`config.mk`:
```
export PLATFORM = sky130hd
export DESIGN_NAME = bsc_awgn_channel_emulator_unit_flat
export DESIGN_NICKNAME = d
export VERILOG_FILES = /design/src/sv/bac_pkg.sv /design/src/sv/bac_ifs.sv /design/src/sv/bac_ctrl.sv /design/src/sv/bac_dp.sv /design/src/sv/bsc_awgn_channel_emulator_unit.sv /design/src/flat_wrapper.sv
export SDC_FILE = /design/constraint.sdc
export NUM_CORES = 2
export LEC_CHECK = 0
export BUFFER_PORTS_ARGS = -buffer_cell sky130_fd_sc_hd__buf_2
export CORE_UTILIZATION = 45
export DETAILED_ROUTE_END_ITERATION = 12
export PLACE_DENSITY = 0.66
export SLEW_MARGIN = 40
export SYNTH_ARGS = -nofsm -noshare
export SYNTH_HDL_FRONTEND = slang
export SYNTH_SLANG_ARGS = --single-unit
```
`constraint.sdc`:
```
create_clock -name clk -period 27.8 [get_ports clk]
set_input_delay 5.56 -clock clk [delete_from_list [all_inputs] [get_ports clk]]
set_output_delay 5.56 -clock clk [all_outputs]
set_load 0.01 [all_outputs]
```
`src/sv/bac_pkg.sv`:
```
// ----------------------------------------------------------------------------
// bac_pkg: shared types and constants of the BSC/AWGN channel emulator
// Sequencer step codes, controller/datapath command and status words,
// register indexes, fixed-point constants and divide-by-constant tables.
// ----------------------------------------------------------------------------
package bac_pkg;

	// output and noise formats
	localparam int LLR_WIDTH       = 16;
	localparam int NOISE_FRAC_BITS = 11;
	// magnitude of the Gaussian sample: four integer bits plus guard
	localparam int GMAG_W          = 5 + NOISE_FRAC_BITS;

	// configuration port
	localparam int CFG_IDX_W  = 3;
	localparam int CFG_DATA_W = 32;

	localparam logic [CFG_IDX_W-1:0] REG_CHANNEL_MODE   = 3'd0;
	localparam logic [CFG_IDX_W-1:0] REG_RNG_SEED       = 3'd1;
	localparam logic [CFG_IDX_W-1:0] REG_FLIP_THRESHOLD = 3'd2;
	localparam logic [CFG_IDX_W-1:0] REG_NOISE_SIGMA    = 3'd3;
	localparam logic [CFG_IDX_W-1:0] REG_LLR_SCALE      = 3'd4;

	// register reset values
	localparam logic [31:0] SEED_RESET  = 32'd2463534242;
	localparam logic [15:0] SIGMA_RESET = 16'd4096;
	localparam logic [15:0] SCALE_RESET = 16'd512;

	// 2*ln(2) in Q.26 and pi/2 in Q.30
	localparam logic [31:0] TWO_LN2_Q26 = 32'd93032640;
	localparam logic [31:0] HALF_PI_Q30 = 32'd1686629713;

	// loop counter
	localparam int IDX_W = 5;
	localparam logic [IDX_W-1:0] LOOP_LAST = 5'd31;  // 32-step loops
	localparam logic [IDX_W-1:0] SER_LAST  = 5'd6;   // seven series terms

	// exact n/d for n < 2^30: (n * RECIP) >> SHIFT, RECIP = 2^SHIFT/d + 1
	localparam logic [30:0] CT_RECIP [7] = '{
		31'((64'd1 << 31) / 64'd2   + 64'd1),
		31'((64'd1 << 34) / 64'd12  + 64'd1),
		31'((64'd1 << 35) / 64'd30  + 64'd1),
		31'((64'd1 << 36) / 64'd56  + 64'd1),
		31'((64'd1 << 37) / 64'd90  + 64'd1),
		31'((64'd1 << 38) / 64'd132 + 64'd1),
		31'((64'd1 << 38) / 64'd182 + 64'd1)
	};
	localparam logic [5:0] CT_SHIFT [7] = '{6'd31, 6'd34, 6'd35, 6'd36, 6'd37, 6'd38, 6'd38};

	localparam logic [30:0] ST_RECIP [7] = '{
		31'((64'd1 << 33) / 64'd6   + 64'd1),
		31'((64'd1 << 35) / 64'd20  + 64'd1),
		31'((64'd1 << 36) / 64'd42  + 64'd1),
		31'((64'd1 << 37) / 64'd72  + 64'd1),
		31'((64'd1 << 37) / 64'd110 + 64'd1),
		31'((64'd1 << 38) / 64'd156 + 64'd1),
		31'((64'd1 << 38) / 64'd210 + 64'd1)
	};
	localparam logic [5:0] ST_SHIFT [7] = '{6'd33, 6'd35, 6'd36, 6'd37, 6'd37, 6'd38, 6'd38};

	// sequencer steps; the controller state and the datapath command share them
	typedef enum logic [5:0] {
		STEP_IDLE,
		STEP_BSC,
		STEP_DRAW1,
		STEP_DRAW2,
		STEP_NORM,
		STEP_LOG_MUL,
		STEP_LOG_WB,
		STEP_T_FORM,
		STEP_TL_MUL,
		STEP_TL_WB,
		STEP_TH_MUL,
		STEP_TH_WB,
		STEP_SQRT,
		STEP_PHI_MUL,
		STEP_PHI_WB,
		STEP_PHI2_MUL,
		STEP_PHI2_WB,
		STEP_CT_MUL,
		STEP_CT_WB,
		STEP_CTD_MUL,
		STEP_CTD_WB,
		STEP_ST_MUL,
		STEP_ST_WB,
		STEP_STD_MUL,
		STEP_STD_WB,
		STEP_COS_SEL,
		STEP_G_MUL,
		STEP_G_WB,
		STEP_Y_MUL,
		STEP_Y_WB,
		STEP_L_MUL,
		STEP_L_WB,
		STEP_DONE
	} bac_step_t;

	typedef struct packed {
		bac_step_t        step;
		logic [IDX_W-1:0] idx;
		logic             load;   // take the input word
		logic             push;   // move the result to the output register
	} bac_cmd_t;

	typedef struct packed {
		logic mode;        // 1: AWGN
		logic norm_done;   // log mantissa normalized
	} bac_stat_t;

endpackage

```
`src/sv/bac_ifs.sv`:
```
// ----------------------------------------------------------------------------
// bac_ifs: stream channels of the channel emulator
// Code-bit input channel and received-word output channel, valid/ready.
// ----------------------------------------------------------------------------
interface bac_bit_if;
	logic valid;
	logic ready;
	logic bit_in;
	logic last_bit;

	modport source (output valid, output bit_in, output last_bit, input ready);
	modport sink (input valid, input bit_in, input last_bit, output ready);
endinterface

interface bac_llr_if;
	logic                                      valid;
	logic                                      ready;
	logic                                      bit_out;
	logic signed [bac_pkg::LLR_WIDTH-1:0]      llr;
	logic                                      last_out;

	modport source (output valid, output bit_out, output llr, output last_out, input ready);
	modport sink (input valid, input bit_out, input llr, input last_out, output ready);
endinterface

```
`src/sv/bac_ctrl.sv`:
```
// ----------------------------------------------------------------------------
// bac_ctrl: sequencer of the channel emulator
// Walks each AWGN word through draw, log, root, cosine and LLR steps and each
// BSC word through the BSC step, and owns the input ready and the output valid.
// ----------------------------------------------------------------------------
module bac_ctrl (
	input  logic                clk,
	input  logic                arst_n,
	input  logic                in_valid,
	output logic                in_ready,
	output logic                out_valid,
	input  logic                out_ready,
	input  bac_pkg::bac_stat_t  stat,
	output bac_pkg::bac_cmd_t   cmd
);

	bac_pkg::bac_step_t            state_q, state_nxt;
	logic [bac_pkg::IDX_W-1:0]     idx_q, idx_nxt;
	logic                          out_valid_q;
	logic                          slot_free;

	assign slot_free = !out_valid_q || out_ready;
	assign in_ready  = (state_q == bac_pkg::STEP_IDLE);
	assign out_valid = out_valid_q;

	// state and counter registers
	always_ff @(posedge clk or negedge arst_n) begin
		if (!arst_n) begin
			state_q     <= bac_pkg::STEP_IDLE;
			idx_q       <= '0;
			out_valid_q <= 1'b0;
		end else begin
			state_q <= state_nxt;
			idx_q   <= idx_nxt;
			if (cmd.push)
				out_valid_q <= 1'b1;
			else if (out_ready)
				out_valid_q <= 1'b0;
		end
	end

	// next state and commands
	always_comb begin
		state_nxt = state_q;
		idx_nxt   = idx_q;
		cmd.step  = state_q;
		cmd.idx   = idx_q;
		cmd.load  = 1'b0;
		cmd.push  = 1'b0;
		case (state_q)
			bac_pkg::STEP_IDLE: begin
				if (in_valid) begin
					cmd.load  = 1'b1;
					state_nxt = stat.mode ? bac_pkg::STEP_DRAW1 : bac_pkg::STEP_BSC;
				end
			end
			bac_pkg::STEP_BSC:   state_nxt = bac_pkg::STEP_DONE;
			bac_pkg::STEP_DRAW1: state_nxt = bac_pkg::STEP_DRAW2;
			bac_pkg::STEP_DRAW2: state_nxt = bac_pkg::STEP_NORM;
			bac_pkg::STEP_NORM: begin
				if (stat.norm_done) begin
					idx_nxt   = '0;
					state_nxt = bac_pkg::STEP_LOG_MUL;
				end
			end
			bac_pkg::STEP_LOG_MUL: state_nxt = bac_pkg::STEP_LOG_WB;
			bac_pkg::STEP_LOG_WB: begin
				idx_nxt = idx_q + 1'b1;
				state_nxt = (idx_q == bac_pkg::LOOP_LAST) ? bac_pkg::STEP_T_FORM
				                                          : bac_pkg::STEP_LOG_MUL;
			end
			bac_pkg::STEP_T_FORM: state_nxt = bac_pkg::STEP_TL_MUL;
			bac_pkg::STEP_TL_MUL: state_nxt = bac_pkg::STEP_TL_WB;
			bac_pkg::STEP_TL_WB:  state_nxt = bac_pkg::STEP_TH_MUL;
			bac_pkg::STEP_TH_MUL: state_nxt = bac_pkg::STEP_TH_WB;
			bac_pkg::STEP_TH_WB: begin
				idx_nxt   = '0;
				state_nxt = bac_pkg::STEP_SQRT;
			end
			bac_pkg::STEP_SQRT: begin
				idx_nxt = idx_q + 1'b1;
				if (idx_q == bac_pkg::LOOP_LAST)
					state_nxt = bac_pkg::STEP_PHI_MUL;
			end
			bac_pkg::STEP_PHI_MUL:  state_nxt = bac_pkg::STEP_PHI_WB;
			bac_pkg::STEP_PHI_WB:   state_nxt = bac_pkg::STEP_PHI2_MUL;
			bac_pkg::STEP_PHI2_MUL: state_nxt = bac_pkg::STEP_PHI2_WB;
			bac_pkg::STEP_PHI2_WB: begin
				idx_nxt   = '0;
				state_nxt = bac_pkg::STEP_CT_MUL;
			end
			bac_pkg::STEP_CT_MUL:  state_nxt = bac_pkg::STEP_CT_WB;
			bac_pkg::STEP_CT_WB:   state_nxt = bac_pkg::STEP_CTD_MUL;
			bac_pkg::STEP_CTD_MUL: state_nxt = bac_pkg::STEP_CTD_WB;
			bac_pkg::STEP_CTD_WB:  state_nxt = bac_pkg::STEP_ST_MUL;
			bac_pkg::STEP_ST_MUL:  state_nxt = bac_pkg::STEP_ST_WB;
			bac_pkg::STEP_ST_WB:   state_nxt = bac_pkg::STEP_STD_MUL;
			bac_pkg::STEP_STD_MUL: state_nxt = bac_pkg::STEP_STD_WB;
			bac_pkg::STEP_STD_WB: begin
				if (idx_q == bac_pkg::SER_LAST) begin
					state_nxt = bac_pkg::STEP_COS_SEL;
				end else begin
					idx_nxt   = idx_q + 1'b1;
					state_nxt = bac_pkg::STEP_CT_MUL;
				end
			end
			bac_pkg::STEP_COS_SEL: state_nxt = bac_pkg::STEP_G_MUL;
			bac_pkg::STEP_G_MUL:   state_nxt = bac_pkg::STEP_G_WB;
			bac_pkg::STEP_G_WB:    state_nxt = bac_pkg::STEP_Y_MUL;
			bac_pkg::STEP_Y_MUL:   state_nxt = bac_pkg::STEP_Y_WB;
			bac_pkg::STEP_Y_WB:    state_nxt = bac_pkg::STEP_L_MUL;
			bac_pkg::STEP_L_MUL:   state_nxt = bac_pkg::STEP_L_WB;
			bac_pkg::STEP_L_WB:    state_nxt = bac_pkg::STEP_DONE;
			bac_pkg::STEP_DONE: begin
				if (slot_free) begin
					cmd.push  = 1'b1;
					state_nxt = bac_pkg::STEP_IDLE;
				end
			end
			default: state_nxt = bac_pkg::STEP_IDLE;
		endcase
	end

endmodule

```
`src/sv/bac_dp.sv`:
```
// ----------------------------------------------------------------------------
// bac_dp: datapath of the channel emulator
// Configuration registers, xorshift generator, one shared 32x32 multiplier
// with registered product, log/root/cosine working registers, result and
// output registers.
// ----------------------------------------------------------------------------
module bac_dp (
	input  logic                                   clk,
	input  logic                                   arst_n,
	input  logic                                   cfg_we,
	input  logic [bac_pkg::CFG_IDX_W-1:0]          cfg_idx,
	input  logic [bac_pkg::CFG_DATA_W-1:0]         cfg_wdata,
	input  bac_pkg::bac_cmd_t                      cmd,
	output bac_pkg::bac_stat_t                     stat,
	input  logic                                   bit_in,
	input  logic                                   last_bit,
	output logic                                   bit_out,
	output logic signed [bac_pkg::LLR_WIDTH-1:0]   llr,
	output logic                                   last_out
);

	localparam int W  = bac_pkg::LLR_WIDTH;
	localparam int NF = bac_pkg::NOISE_FRAC_BITS;

	function automatic logic [31:0] xs_next(input logic [31:0] s);
		logic [31:0] x;
		x = s ^ (s << 13);
		x = x ^ (x >> 17);
		x = x ^ (x << 5);
		return x;
	endfunction

	// configuration and generator state
	logic        mode_q;
	logic [31:0] thr_q;
	logic [15:0] sigma_q;
	logic [15:0] scale_q;
	logic [31:0] rng_q;
	logic [31:0] rng_nxt;
	logic        draw;

	// item and working registers
	logic                      bit_q, last_q;
	logic [31:0]               m_q, f_q;
	logic [4:0]                sh_q;
	logic [37:0]               t_q;
	logic [63:0]               acc_q, v_q, r_q;
	logic [1:0]                quad_q;
	logic                      rem_neg_q;
	logic [29:0]               ar_q, phi_q, phi2_q, tmp_q, st_q;
	logic [30:0]               ct_q;
	logic signed [31:0]        cs_q, sn_q;
	logic                      c_neg_q;
	logic [30:0]               c_abs_q;
	logic                      g_neg_q;
	logic [bac_pkg::GMAG_W-1:0] g_mag_q;
	logic                      y_neg_q;
	logic [31:0]               y_abs_q;
	logic                      res_bit_q;
	logic [W-1:0]              res_llr_q;
	logic                      out_bit_q, out_last_q;
	logic [W-1:0]              out_llr_q;

	// shared multiplier
	logic [31:0] mul_a, mul_b;
	logic [63:0] prod_q;

	// combinational helpers
	logic [31:0]        b2;
	logic [63:0]        sq_bit, sq_sum, th_sum, g_rnd, l_rnd, l_sat;
	logic [29:0]        ct_div, st_div;
	logic signed [31:0] sn_f, c_val;
	logic signed [33:0] y_one, y_noise, y_val;
	logic [33:0]        y_mag;
	logic [W-1:0]       l_val;
	logic [2:0]         sidx;

	assign sidx    = cmd.idx[2:0];
	assign rng_nxt = xs_next(rng_q);
	assign draw    = (cmd.step == bac_pkg::STEP_BSC) || (cmd.step == bac_pkg::STEP_DRAW1)
	              || (cmd.step == bac_pkg::STEP_DRAW2);

	assign stat.mode      = mode_q;
	assign stat.norm_done = m_q[31];

	assign bit_out  = out_bit_q;
	assign llr      = signed'(out_llr_q);
	assign last_out = out_last_q;

	// configuration registers and generator
	always_ff @(posedge clk or negedge arst_n) begin
		if (!arst_n) begin
			mode_q  <= 1'b0;
			thr_q   <= '0;
			sigma_q <= bac_pkg::SIGMA_RESET;
			scale_q <= bac_pkg::SCALE_RESET;
			rng_q   <= bac_pkg::SEED_RESET;
		end else begin
			if (cfg_we) begin
				case (cfg_idx)
					bac_pkg::REG_CHANNEL_MODE:   mode_q  <= cfg_wdata[0];
					bac_pkg::REG_FLIP_THRESHOLD: thr_q   <= cfg_wdata;
					bac_pkg::REG_NOISE_SIGMA:    sigma_q <= cfg_wdata[15:0];
					bac_pkg::REG_LLR_SCALE:      scale_q <= cfg_wdata[15:0];
					default: ;
				endcase
			end
			if (cfg_we && cfg_idx == bac_pkg::REG_RNG_SEED)
				rng_q <= cfg_wdata;
			else if (draw)
				rng_q <= rng_nxt;
		end
	end

	// multiplier operand select
	always_comb begin
		mul_a = '0;
		mul_b = '0;
		case (cmd.step)
			bac_pkg::STEP_LOG_MUL: begin
				mul_a = m_q;
				mul_b = m_q;
			end
			bac_pkg::STEP_TL_MUL: begin
				mul_a = t_q[31:0];
				mul_b = bac_pkg::TWO_LN2_Q26;
			end
			bac_pkg::STEP_TH_MUL: begin
				mul_a = {26'd0, t_q[37:32]};
				mul_b = bac_pkg::TWO_LN2_Q26;
			end
			bac_pkg::STEP_PHI_MUL: begin
				mul_a = {2'd0, ar_q};
				mul_b = bac_pkg::HALF_PI_Q30;
			end
			bac_pkg::STEP_PHI2_MUL: begin
				mul_a = {2'd0, phi_q};
				mul_b = {2'd0, phi_q};
			end
			bac_pkg::STEP_CT_MUL: begin
				mul_a = {1'b0, ct_q};
				mul_b = {2'd0, phi2_q};
			end
			bac_pkg::STEP_CTD_MUL: begin
				mul_a = {2'd0, tmp_q};
				mul_b = {1'b0, bac_pkg::CT_RECIP[sidx]};
			end
			bac_pkg::STEP_ST_MUL: begin
				mul_a = {2'd0, st_q};
				mul_b = {2'd0, phi2_q};
			end
			bac_pkg::STEP_STD_MUL: begin
				mul_a = {2'd0, tmp_q};
				mul_b = {1'b0, bac_pkg::ST_RECIP[sidx]};
			end
			bac_pkg::STEP_G_MUL: begin
				mul_a = r_q[31:0];
				mul_b = {1'b0, c_abs_q};
			end
			bac_pkg::STEP_Y_MUL: begin
				mul_a = 32'(g_mag_q);
				mul_b = {16'd0, sigma_q};
			end
			bac_pkg::STEP_L_MUL: begin
				mul_a = y_abs_q;
				mul_b = {16'd0, scale_q};
			end
			default: ;
		endcase
	end

	always_ff @(posedge clk)
		prod_q <= 64'(mul_a) * 64'(mul_b);

	// step arithmetic
	always_comb begin
		// second draw: shift phase by an eighth turn, split off the quadrant
		b2      = rng_nxt + 32'h2000_0000;
		// root step
		sq_bit  = 64'd1 << (6'd62 - {cmd.idx, 1'b0});
		sq_sum  = r_q + sq_bit;
		th_sum  = acc_q + {prod_q[31:0], 32'd0};
		// series terms
		ct_div  = 30'(prod_q >> bac_pkg::CT_SHIFT[sidx]);
		st_div  = 30'(prod_q >> bac_pkg::ST_SHIFT[sidx]);
		// quadrant select
		sn_f    = rem_neg_q ? -sn_q : sn_q;
		case (quad_q)
			2'd0:    c_val = cs_q;
			2'd1:    c_val = -sn_f;
			2'd2:    c_val = -cs_q;
			default: c_val = sn_f;
		endcase
		// sample rounding, ties away from zero on the magnitude
		g_rnd   = (prod_q + (64'd1 << (57 - NF))) >> (58 - NF);
		// received value
		y_one   = 34'sd1 <<< (12 + NF);
		y_noise = signed'({2'd0, prod_q[31:0]});
		y_val   = (bit_q ? -y_one : y_one) + (g_neg_q ? -y_noise : y_noise);
		y_mag   = y_val[33] ? 34'(-y_val) : 34'(y_val);
		// LLR rounding and saturation
		l_rnd   = (prod_q + (64'd1 << (11 + NF))) >> (12 + NF);
		if (y_neg_q)
			l_sat = (l_rnd > (64'd1 << (W - 1))) ? (64'd1 << (W - 1)) : l_rnd;
		else
			l_sat = (l_rnd > ((64'd1 << (W - 1)) - 64'd1)) ? ((64'd1 << (W - 1)) - 64'd1)
			                                                : l_rnd;
		l_val   = y_neg_q ? W'(-l_sat) : W'(l_sat);
	end

	// working registers
	always_ff @(posedge clk) begin
		if (cmd.load) begin
			bit_q  <= bit_in;
			last_q <= last_bit;
		end
		case (cmd.step)
			bac_pkg::STEP_BSC: begin
				res_bit_q <= bit_q ^ (rng_nxt < thr_q);
				res_llr_q <= '0;
			end
			bac_pkg::STEP_DRAW1: begin
				// a zero draw counts as one LSB
				m_q  <= (rng_nxt == 32'd0) ? 32'd1 : rng_nxt;
				sh_q <= '0;
				f_q  <= '0;
			end
			bac_pkg::STEP_DRAW2: begin
				quad_q    <= b2[31:30];
				rem_neg_q <= ~b2[29];
				ar_q      <= b2[29] ? {1'b0, b2[28:0]} : 30'h2000_0000 - {1'b0, b2[28:0]};
			end
			bac_pkg::STEP_NORM: begin
				if (!m_q[31]) begin
					m_q  <= m_q << 1;
					sh_q <= sh_q + 1'b1;
				end
			end
			bac_pkg::STEP_LOG_WB: begin
				// square the mantissa, one fraction bit of the log per pass
				if (prod_q[63]) begin
					f_q <= {f_q[30:0], 1'b1};
					m_q <= prod_q[63:32];
				end else begin
					f_q <= {f_q[30:0], 1'b0};
					m_q <= prod_q[62:31];
				end
			end
			bac_pkg::STEP_T_FORM: t_q <= {6'({1'b0, sh_q}) + 6'd1, 32'd0} - {6'd0, f_q};
			bac_pkg::STEP_TL_WB:  acc_q <= prod_q;
			bac_pkg::STEP_TH_WB: begin
				v_q <= {2'd0, th_sum[63:2]};
				r_q <= '0;
			end
			bac_pkg::STEP_SQRT: begin
				if (v_q >= sq_sum) begin
					v_q <= v_q - sq_sum;
					r_q <= (r_q >> 1) + sq_bit;
				end else begin
					r_q <= r_q >> 1;
				end
			end
			bac_pkg::STEP_PHI_WB: phi_q <= prod_q[59:30];
			bac_pkg::STEP_PHI2_WB: begin
				phi2_q <= prod_q[59:30];
				ct_q   <= 31'h4000_0000;
				st_q   <= phi_q;
				cs_q   <= 32'sh4000_0000;
				sn_q   <= signed'({2'd0, phi_q});
			end
			bac_pkg::STEP_CT_WB, bac_pkg::STEP_ST_WB: tmp_q <= prod_q[59:30];
			bac_pkg::STEP_CTD_WB: begin
				ct_q <= {1'b0, ct_div};
				if (!sidx[0])
					cs_q <= cs_q - signed'({2'd0, ct_div});
				else
					cs_q <= cs_q + signed'({2'd0, ct_div});
			end
			bac_pkg::STEP_STD_WB: begin
				st_q <= st_div;
				if (!sidx[0])
					sn_q <= sn_q - signed'({2'd0, st_div});
				else
					sn_q <= sn_q + signed'({2'd0, st_div});
			end
			bac_pkg::STEP_COS_SEL: begin
				c_neg_q <= c_val[31];
				c_abs_q <= c_val[31] ? 31'(-c_val) : 31'(c_val);
			end
			bac_pkg::STEP_G_WB: begin
				g_mag_q <= g_rnd[bac_pkg::GMAG_W-1:0];
				g_neg_q <= c_neg_q;
			end
			bac_pkg::STEP_Y_WB: begin
				y_neg_q <= y_val[33];
				y_abs_q <= y_mag[31:0];
			end
			bac_pkg::STEP_L_WB: begin
				res_llr_q <= l_val;
				res_bit_q <= l_val[W-1];
			end
			default: ;
		endcase
		// output register
		if (cmd.push) begin
			out_bit_q  <= res_bit_q;
			out_llr_q  <= res_llr_q;
			out_last_q <= last_q;
		end
	end

endmodule

```
`src/sv/bsc_awgn_channel_emulator_unit.sv`:
```
// ----------------------------------------------------------------------------
// bsc_awgn_channel_emulator_unit: BSC / AWGN channel emulator
// Passes each code bit through a binary symmetric channel or a BPSK
// Box-Muller AWGN channel driven by a 32-bit xorshift generator.
//
//   channel  | dir | payload                   | word
//   ---------+-----+---------------------------+-----------------------------
//   bit_ch   | in  | bit_in, last_bit          | one transmitted code bit
//   llr_ch   | out | bit_out, llr, last_out    | one received bit and its LLR
//   cfg      | in  | cfg_we, cfg_idx, cfg_wdata | one register write
//
// BSC words pass through the BSC and done steps from accept to output valid.
// AWGN words take up to 31 normalization shifts and 32 root steps, plus 32
// squaring passes of the log and 28 series products, all through one shared
// 32x32 multiplier. One word is in work at a time; a new word is accepted
// while the previous result waits in the output register. Reset loads the
// seed reset value into the generator; there is no clearing pass.
// ----------------------------------------------------------------------------
module bsc_awgn_channel_emulator_unit (
	input  logic                            clk,
	input  logic                            arst_n,
	bac_bit_if.sink                         bit_ch,
	bac_llr_if.source                       llr_ch,
	input  logic                            cfg_we,
	input  logic [bac_pkg::CFG_IDX_W-1:0]   cfg_idx,
	input  logic [bac_pkg::CFG_DATA_W-1:0]  cfg_wdata
);

	bac_pkg::bac_cmd_t  cmd;
	bac_pkg::bac_stat_t stat;

	// sequencer
	bac_ctrl u_ctrl (
		.clk       (clk),
		.arst_n    (arst_n),
		.in_valid  (bit_ch.valid),
		.in_ready  (bit_ch.ready),
		.out_valid (llr_ch.valid),
		.out_ready (llr_ch.ready),
		.stat      (stat),
		.cmd       (cmd)
	);

	// arithmetic and registers
	bac_dp u_dp (
		.clk       (clk),
		.arst_n    (arst_n),
		.cfg_we    (cfg_we),
		.cfg_idx   (cfg_idx),
		.cfg_wdata (cfg_wdata),
		.cmd       (cmd),
		.stat      (stat),
		.bit_in    (bit_ch.bit_in),
		.last_bit  (bit_ch.last_bit),
		.bit_out   (llr_ch.bit_out),
		.llr       (llr_ch.llr),
		.last_out  (llr_ch.last_out)
	);

	// one word in work at a time
	a_single_word: assert property (@(posedge clk) disable iff (!arst_n)
		bit_ch.valid && bit_ch.ready |=> !bit_ch.ready)
		else $error("input accepted on two cycles in a row");

	// a negative LLR always decides a one
	a_llr_sign: assert property (@(posedge clk) disable iff (!arst_n)
		llr_ch.valid && llr_ch.llr[bac_pkg::LLR_WIDTH-1] |-> llr_ch.bit_out)
		else $error("negative LLR with received bit zero");

	// output valid only rises after a result push
	a_push_valid: assert property (@(posedge clk) disable iff (!arst_n)
		$rose(llr_ch.valid) |-> $past(cmd.push))
		else $error("output valid without a result push");

endmodule

```
`src/flat_wrapper.sv`:
```
// flat-port wrapper written by rule: the top's interface ports become plain ports
module bsc_awgn_channel_emulator_unit_flat 
  (clk, arst_n, cfg_we, cfg_idx, cfg_wdata, bit_ch_valid, bit_ch_bit_in, bit_ch_last_bit, bit_ch_ready, llr_ch_valid, llr_ch_bit_out, llr_ch_llr, llr_ch_last_out, llr_ch_ready);
  bac_bit_if bit_ch_i ();
  bac_llr_if llr_ch_i ();
  input  logic clk;
  input  logic arst_n;
  input  logic cfg_we;
  input  logic [bac_pkg::CFG_IDX_W-1:0] cfg_idx;
  input  logic [bac_pkg::CFG_DATA_W-1:0] cfg_wdata;
  input wire logic [$bits(bit_ch_i.valid)-1:0] bit_ch_valid;
  input wire logic [$bits(bit_ch_i.bit_in)-1:0] bit_ch_bit_in;
  input wire logic [$bits(bit_ch_i.last_bit)-1:0] bit_ch_last_bit;
  output wire logic [$bits(bit_ch_i.ready)-1:0] bit_ch_ready;
  output wire logic [$bits(llr_ch_i.valid)-1:0] llr_ch_valid;
  output wire logic [$bits(llr_ch_i.bit_out)-1:0] llr_ch_bit_out;
  output wire logic [$bits(llr_ch_i.llr)-1:0] llr_ch_llr;
  output wire logic [$bits(llr_ch_i.last_out)-1:0] llr_ch_last_out;
  input wire logic [$bits(llr_ch_i.ready)-1:0] llr_ch_ready;
  assign bit_ch_i.valid = bit_ch_valid;
  assign bit_ch_i.bit_in = bit_ch_bit_in;
  assign bit_ch_i.last_bit = bit_ch_last_bit;
  assign bit_ch_ready = bit_ch_i.ready;
  assign llr_ch_valid = llr_ch_i.valid;
  assign llr_ch_bit_out = llr_ch_i.bit_out;
  assign llr_ch_llr = llr_ch_i.llr;
  assign llr_ch_last_out = llr_ch_i.last_out;
  assign llr_ch_i.ready = llr_ch_ready;
  bsc_awgn_channel_emulator_unit u_core (.clk(clk), .arst_n(arst_n), .bit_ch(bit_ch_i), .llr_ch(llr_ch_i), .cfg_we(cfg_we), .cfg_idx(cfg_idx), .cfg_wdata(cfg_wdata));
endmodule
```
Yosys cells after proc, flatten, opt, wreduce, memory -nomap -nowiden
Memory sizes are Yosys's and may differ from the RTL's.
Index checks and enable logic that the tools add are counted.

word-level totals
  bits in registers = 839
  bits in latches = 0
  RAM bits = 0
  memory bits (read-only) = 592
  input port bits = 42
  word-level logic and storage cells = 227
  memories = 4

operators by class
  add/sub/neg operators = 25
  multipliers = 1
  div/mod/pow operators = 0
  order comparisons = 5
  equality and inequality tests = 47
  shift operators = 3
  muxes and demuxes = 60
  bitwise logic cells = 6
  reductions and logical operators = 35

memories
  memory           words  bits a word  rd ports  clocked after memory_dff  write ports  line           source
  (no name shown)  8      31           1         0                         0            bac_dp.sv:154  mul_b = {1'b0, bac_pkg::ST_RECIP[sidx]};
  (no name shown)  8      31           1         0                         0            bac_dp.sv:146  mul_b = {1'b0, bac_pkg::CT_RECIP[sidx]};
  (no name shown)  8      6            1         0                         0            bac_dp.sv:185  st_div = 30'(prod_q >> bac_pkg::ST_SHIFT[sidx]);
  (no name shown)  8      6            1         0                         0            bac_dp.sv:184  ct_div = 30'(prod_q >> bac_pkg::CT_SHIFT[sidx]);

operator list
  operator                count
  $pmux 32 s11            1
  $pmux 32 s10            1
  $mux 32                 9
  $pmux 64 s2             2
  $pmux 32 s2             3
  $pmux 32 s3             2
  $pmux 6 s32             1
  $mux 31                 5
  $add 64x64->64          2
  $mux 64                 2
  $neg 32->32             4
  $shr 64x6->30           2
  $eq 6x5->1 const B      16
  $mux 34                 2
  $add 32x31->32          2
  $add 63x64->64          1
  $add 64x23->64 const B  1
  $ge 64x64->1            1
  $mul 32x32->64          1
  $mux 16                 4
  $shl 1x6->64 const A    1
  $sub 32x31->32          2
  $sub 64x64->64          1
  $xor 32x32->32          2
  58 further kinds        114

Logic depth before layout (Yosys ltp)
  depth in word-level cells = 8
  mapped depth = 42
  depth with buffers taken out = 37

Cells and area by module
A second synthesis with hierarchy kept.

second synthesis, totals
  cell total of the unflattened synthesis = 10064
  area total of the unflattened synthesis = 92406.1 um^2

modules (own cells, without submodules)
  module    instances  cells an instance  area an instance (um^2)  sequential area each (um^2)
  bac_dp    1          9967               91532.8                  23667.7
  bac_ctrl  1          97                 873.3                    300.3

Least setup slack after synthesis
Ideal clock, no wire load.

  path kind = register -> register
  from = reg u_core.u_ctrl.idx_q[0] (netlist name)
  to = reg u_core.u_dp.prod_q[62]
  setup time = 0.127 ns
  arrival = 10.603 ns
  data required time = 27.673 ns
  slack = 17.070 ns
  stages on the path, launching flop included = 38
  period minus slack after synthesis = 10.730 ns
  path through = dfrtp_1 -> buf_1 -> inv_2 -> ha_1 -> clkbuf_1 -> nand2_1 -> clkbuf_1 -> o21ai_0 -> a221o_1 -> nor3_1 -> clkbuf_1 -> nor2_1 -> fa_1 -> inv_1 -> fa_1 -> fa_1 -> fa_1 -> inv_1 -> [... 2 more ...] -> fa_1 -> inv_1 -> fa_1 -> inv_1 -> ha_1 -> clkbuf_1 -> nand4_1 -> or3_1 -> a2111oi_0 -> a311o_1 -> nor3_1 -> o31a_1 -> o211ai_1 -> nand2_1 -> o31ai_1 -> a21o_1 -> a21oi_1 -> or3_1

between the ends
  longest elaborated chain between the ends = 6
  elaborated cells between the ends (all ways) = 9
  those cells by class = 1 x mul; 5 x mux; 1 x bitwise; 2 x memory

RTL lines
  element                                  line                          source
  start: declaration                       bac_ctrl.sv:18                logic [bac_pkg::IDX_W-1:0] idx_q, idx_nxt;
  start signal: assignment                 bac_ctrl.sv:34                idx_q <= idx_nxt;
  $not 3->4 (implied by the code) (*)      bac_dp.sv:146, bac_dp.sv:154
  $mem_v2 8x31 (on tied branches)          -
  $mux 31 (on tied branches) (2 in a row)  bac_dp.sv:154, bac_dp.sv:146
  $pmux 32 s10 (*)                         bac_dp.sv:119                 case (cmd.step)
  $mul 32x32->64 (*)                       bac_dp.sv:173                 prod_q <= 64'(mul_a) * 64'(mul_b);
  end signal: assignment                   bac_dp.sv:173
  end: declaration                         bac_dp.sv:66                  logic [63:0] prod_q;

Mark *: on every way between the ends. The rest lies on a longest branch, timed or not. The select of a mux whose other input is x is not followed.
A chain may end at the register's enable or synchronous reset.

Final worst setup path
  from = reg u_core.u_ctrl.state_q[4]
  to = reg u_core.u_dp.prod_q[62]

between the ends
  longest elaborated chain between the ends = 4
  elaborated cells between the ends (all ways) = 18
  those cells by class = 1 x mul; 12 x eq/ne; 2 x mux; 3 x reduce/logical

RTL lines
  element                                       line            source
  start: declaration                            bac_ctrl.sv:17  bac_pkg::bac_step_t state_q, state_nxt;
  start signal: assignment                      bac_ctrl.sv:29  state_q <= bac_pkg::STEP_IDLE;
  start signal: assignment                      bac_ctrl.sv:33  state_q <= state_nxt;
  $eq 6x5->1 or $eq 6x4->1 (tied branches)      bac_dp.sv:119
  $reduce_or 2->1 (no source line)              -
  $pmux 32 s11 or $pmux 32 s10 (tied branches)  bac_dp.sv:119
  $mul 32x32->64 (*)                            bac_dp.sv:173

Mark *: on every way between the ends. The rest lies on a longest branch, timed or not.

==> results.md <==
- Die extent in x: 453 microns
- Combined area of the multi-input logic cells: between 60000 and 70000 sq um
- Layout cells sized above 1: 7.59%
- Final worst path period share: 44.9%
- Number of antenna violations at the first check in global routing: 40
- Worst hold slack after final layout: approximately 0.42 ns
- Number of instances in the synthesized netlist: 10100
- Final count of negative-setup-slack endpoints: 0
- Data arrival time at the worst-slack endpoint: 13.12 ns
- Cell taking the most area after synthesis: sky130_fd_sc_hd__edfxtp_1
- Library cell with the highest instance count after synthesis: sky130_fd_sc_hd__nand2_1
- Total leakage power: 43.7 nW
- Die boundary height: 453 microns
- Post-placement cell count: about 13000
- Unique masters post-synth: 104
- Vias after detailed routing: 80700
- Register bit total from synthesis: 837
- Total number of nets in the final design: ~11000
- Count of instances resized after the clock tree is built: 0
- Required time at the worst-slack endpoint: 28.44 ns
- Iteration count of the initial detailed-routing pass: 9
- Slowest Stage Delay on Critical Path: approximately 0.70 ns
- Crit-path most repeated cell: sky130_fd_sc_hd__fa_1
- Number of buffers inserted by post-CTS setup repair: 0
- Growth of design area from synthesis to finish: 8.25%
- Fill cell total of the finished layout: 18900
- Commonest cells in the synthesized netlist: sky130_fd_sc_hd__nand2_1, sky130_fd_sc_hd__nor2_1, sky130_fd_sc_hd__inv_1, sky130_fd_sc_hd__fa_1, sky130_fd_sc_hd__edfxtp_1
- Category of the worst setup path launch point: flop
- FFs w/ async S/R, synth: 13.0%
- Most frequently used flop master after synthesis: sky130_fd_sc_hd__edfxtp_1
- Num rows: ~170
- CTS root buffer: sky130_fd_sc_hd__clkbuf_16
- Wire length of the first global-routing pass: ~540 mm
- Worst Hold Class: flop to flop
- Max frequency: ~80 MHz
- Final Hold Viols: 0
- Slowest library cell on the worst path: sky130_fd_sc_hd__buf_4
- Placer congestion estimate: 1.14
- Yosys warning total: 0
- Worst setup margin: 15.32 ns
- HPWL after DPL: 289 mm
- Wire length per cell after detailed routing: 29.8 microns
- Number of buffers between clock root and the deepest sink: 3
- Total area of sequential cells: between 20000 and 25000 sq um
- Count of input and output buffers: 61
- Number of global-route vias before repair: 77400
- CTS tree: done
- Maximum fanout count along the critical path: just under 50
- Number of nets in the synthesized netlist: 11600
- Kind of critical path: flop to flop
- Netlist area before placement: 91600 sq um
- Total die area: 205000 sq um
- Worst relative slew slack: around a third
- Share of the synthesized area in the top cell type: 21.8%
- Total CTS buffers: 95
- Floorplan core area: 202000 sq um
- Remaining design rule violation count: 0
- Time the final worst path needs with I/O delays and setup: 12.48 ns
- Cell Pwr Density: 95.3 nW/um^2
- Average footprint of a synthesized cell: between 9 and 10 sq um
- Htree depth: 3
- Slew Limit Fails: 0
- I/O Pins: just over 60
- Number of max-capacitance violations reported: 0
- Final global-route overflow total: 0
- TritonCTS Sinks: 837
- Element type at the critical path end: flop
- Post-layout instance count excluding filler cells: 12700
- TNS Setup: 0 ns
- Number of flops mapped to enable cells by yosys: 664
- Clock Skews: 0.0624 ns
- Antenna viol nets, final: 0
- Clock-pin slew reported for the worst setup and hold paths after clock tree synthesis: 0.07 ns
- Worst IR drop on VDD: 0.154 mV
- Pin slew with the least headroom to its limit: between 1 and 1.5 ns
- Share of synthesized area occupied by flip-flops and latches: a little over a quarter
- Starting DRT DRC Count: between 10000 and 15000
- Count of hold-fix buffers inserted at cts: 0
- Unrepaired setup endpoints after global routing: false
- Post-DR vias/cell: about 6.4
- Source-to-sink clock delay at the later pin of the worst-skew pair: 0.77 ns
- GRT Total Usage: approximately 36%
- Worst slack after detailed placement: 15.78 ns
- Largest cells by area after synthesis: sky130_fd_sc_hd__edfxtp_1, sky130_fd_sc_hd__fa_1, sky130_fd_sc_hd__ha_1
- Pin count of the biggest net entering global routing: 79
- Run status: completed
- Wire length after detailed routing: 378 mm
- Starting Density: 45.3%
[metrics by stage]
step	utilization [%]	power (mW)	instance area, sq um
CTS	49.0	9.22	99100
detailed placement	47.3	7.84	95800
global placement	47.2	7.70	95500
global route	49.0	9.93	99200
floorplan	-	5.92	91600
finish	49.0	9.46	99200
[worst max-delay path: cells and delay by family, from the launching register on]
family / cells / cell delay (ns)
buf+inv: 7 / 1.32
fa+ha+maj: 9 / 4.37
compound gates: 8 / 2.56
flops: 1 / 0.64
simple gates: 11 / 3.37
[state kept, by name (all words and copies together), names as in the netlist, 32 cells and up]
signal	count
u_core.u_dp.acc_q	62
u_core.u_dp.cs_q	32
u_core.u_dp.f_q	32
u_core.u_dp.m_q	32
u_core.u_dp.prod_q	64
u_core.u_dp.r_q	64
u_core.u_dp.rng_q	32
u_core.u_dp.sn_q	32
u_core.u_dp.t_q	38
u_core.u_dp.thr_q	32
u_core.u_dp.v_q	64
u_core.u_dp.y_abs_q	32
[report_power, final]
part | internal (mW) | switching [mW] | total [mW] | leakage (nW)
clock | 0.763 | 0.600 | 1.36 | 1.57
combinational | 2.23 | 4.00 | 6.22 | 34.0
sequential | 1.69 | 0.185 | 1.87 | 8.19
[metal layers]
| metal | track usage [%] | vias up | part of all wire [%] |
|---|---|---|---|
| met5 | 0 | - | 0.045 |
| met4 | 22.1 | 26 | 7.4 |
| met3 | 12.1 | 1181 | 13 |
| met2 | 51.1 | 5363 | 40 |
| met1 | 48.4 | 40200 | 39 |
| li1 | - | 34000 | - |
[final cells by class]
type	count	area share (%)
clock buffers	127	2.63
multi-input cells	7576	62.6
inverters	1127	4.26
repair buffers	298	2.24
well taps	2672	3.37
diodes	14	0.0353
flip-flops and latches	837	24.2
clock inverters	50	0.686
[cells by family (layout without fill, tap and decap cells)]
logic type | after synthesis | in the layout | share of synthesized area, %
other cells | 0 | 14 | 0
buf+inv | 1651 | 1602 | 6.82
fa+ha+maj | 1456 | 1456 | 27.3
mux | 308 | 308 | 4.02
flops | 837 | 837 | 26.2
simple gates | 3240 | 3240 | 15.7
compound gates | 1895 | 1895 | 13.5
xor+xnor | 677 | 677 | 6.47
[worst paths after layout]
| kind | startpoint | end | slack (ns) | cells past startpoint |
|---|---|---|---|---|
| max reg2reg | u_core.u_ctrl.state_q[4] | u_core.u_dp.prod_q[62] | 15.32 | 35 |
| min reg2reg | u_core.u_dp.res_llr_q[15] | u_core.u_dp.llr[15] | 0.42 | 0 |
| min | u_core.u_dp.res_llr_q[15] | u_core.u_dp.llr[15] | 0.42 | 0 |
| max | u_core.u_ctrl.state_q[4] | u_core.u_dp.prod_q[62] | 15.32 | 35 |
| max in group asynchronous | arst_n | u_core.u_ctrl.out_valid | 21.79 | 2 |
| min in group asynchronous | arst_n | u_core.u_dp.sigma_q[8] | 4.85 | 1 |
[layout by cell type, fill, tap and decap left out, types with 70 or more instances in the layout]
cell,count
sky130_fd_sc_hd__nand2_1,1173
sky130_fd_sc_hd__inv_1,1122
sky130_fd_sc_hd__nor2_1,1104
sky130_fd_sc_hd__fa_1,901
sky130_fd_sc_hd__edfxtp_1,664
sky130_fd_sc_hd__ha_1,555
sky130_fd_sc_hd__a21oi_1,453
sky130_fd_sc_hd__xnor2_1,418
sky130_fd_sc_hd__o21ai_0,413
sky130_fd_sc_hd__xor2_1,255
sky130_fd_sc_hd__buf_4,224
sky130_fd_sc_hd__mux2i_1,215
sky130_fd_sc_hd__a21o_1,160
sky130_fd_sc_hd__nand3_1,130
sky130_fd_sc_hd__a31oi_1,115
sky130_fd_sc_hd__nor3_1,113
sky130_fd_sc_hd__a211oi_1,105
sky130_fd_sc_hd__a22oi_1,105
sky130_fd_sc_hd__clkbuf_16,96
sky130_fd_sc_hd__dfrtp_1,92
sky130_fd_sc_hd__and2_1,90
sky130_fd_sc_hd__or3_1,84
sky130_fd_sc_hd__nand4_1,78
sky130_fd_sc_hd__nand2b_1,71
sky130_fd_sc_hd__nor2b_1,70
No activity file was read; power rests on OpenSTA's default activity.
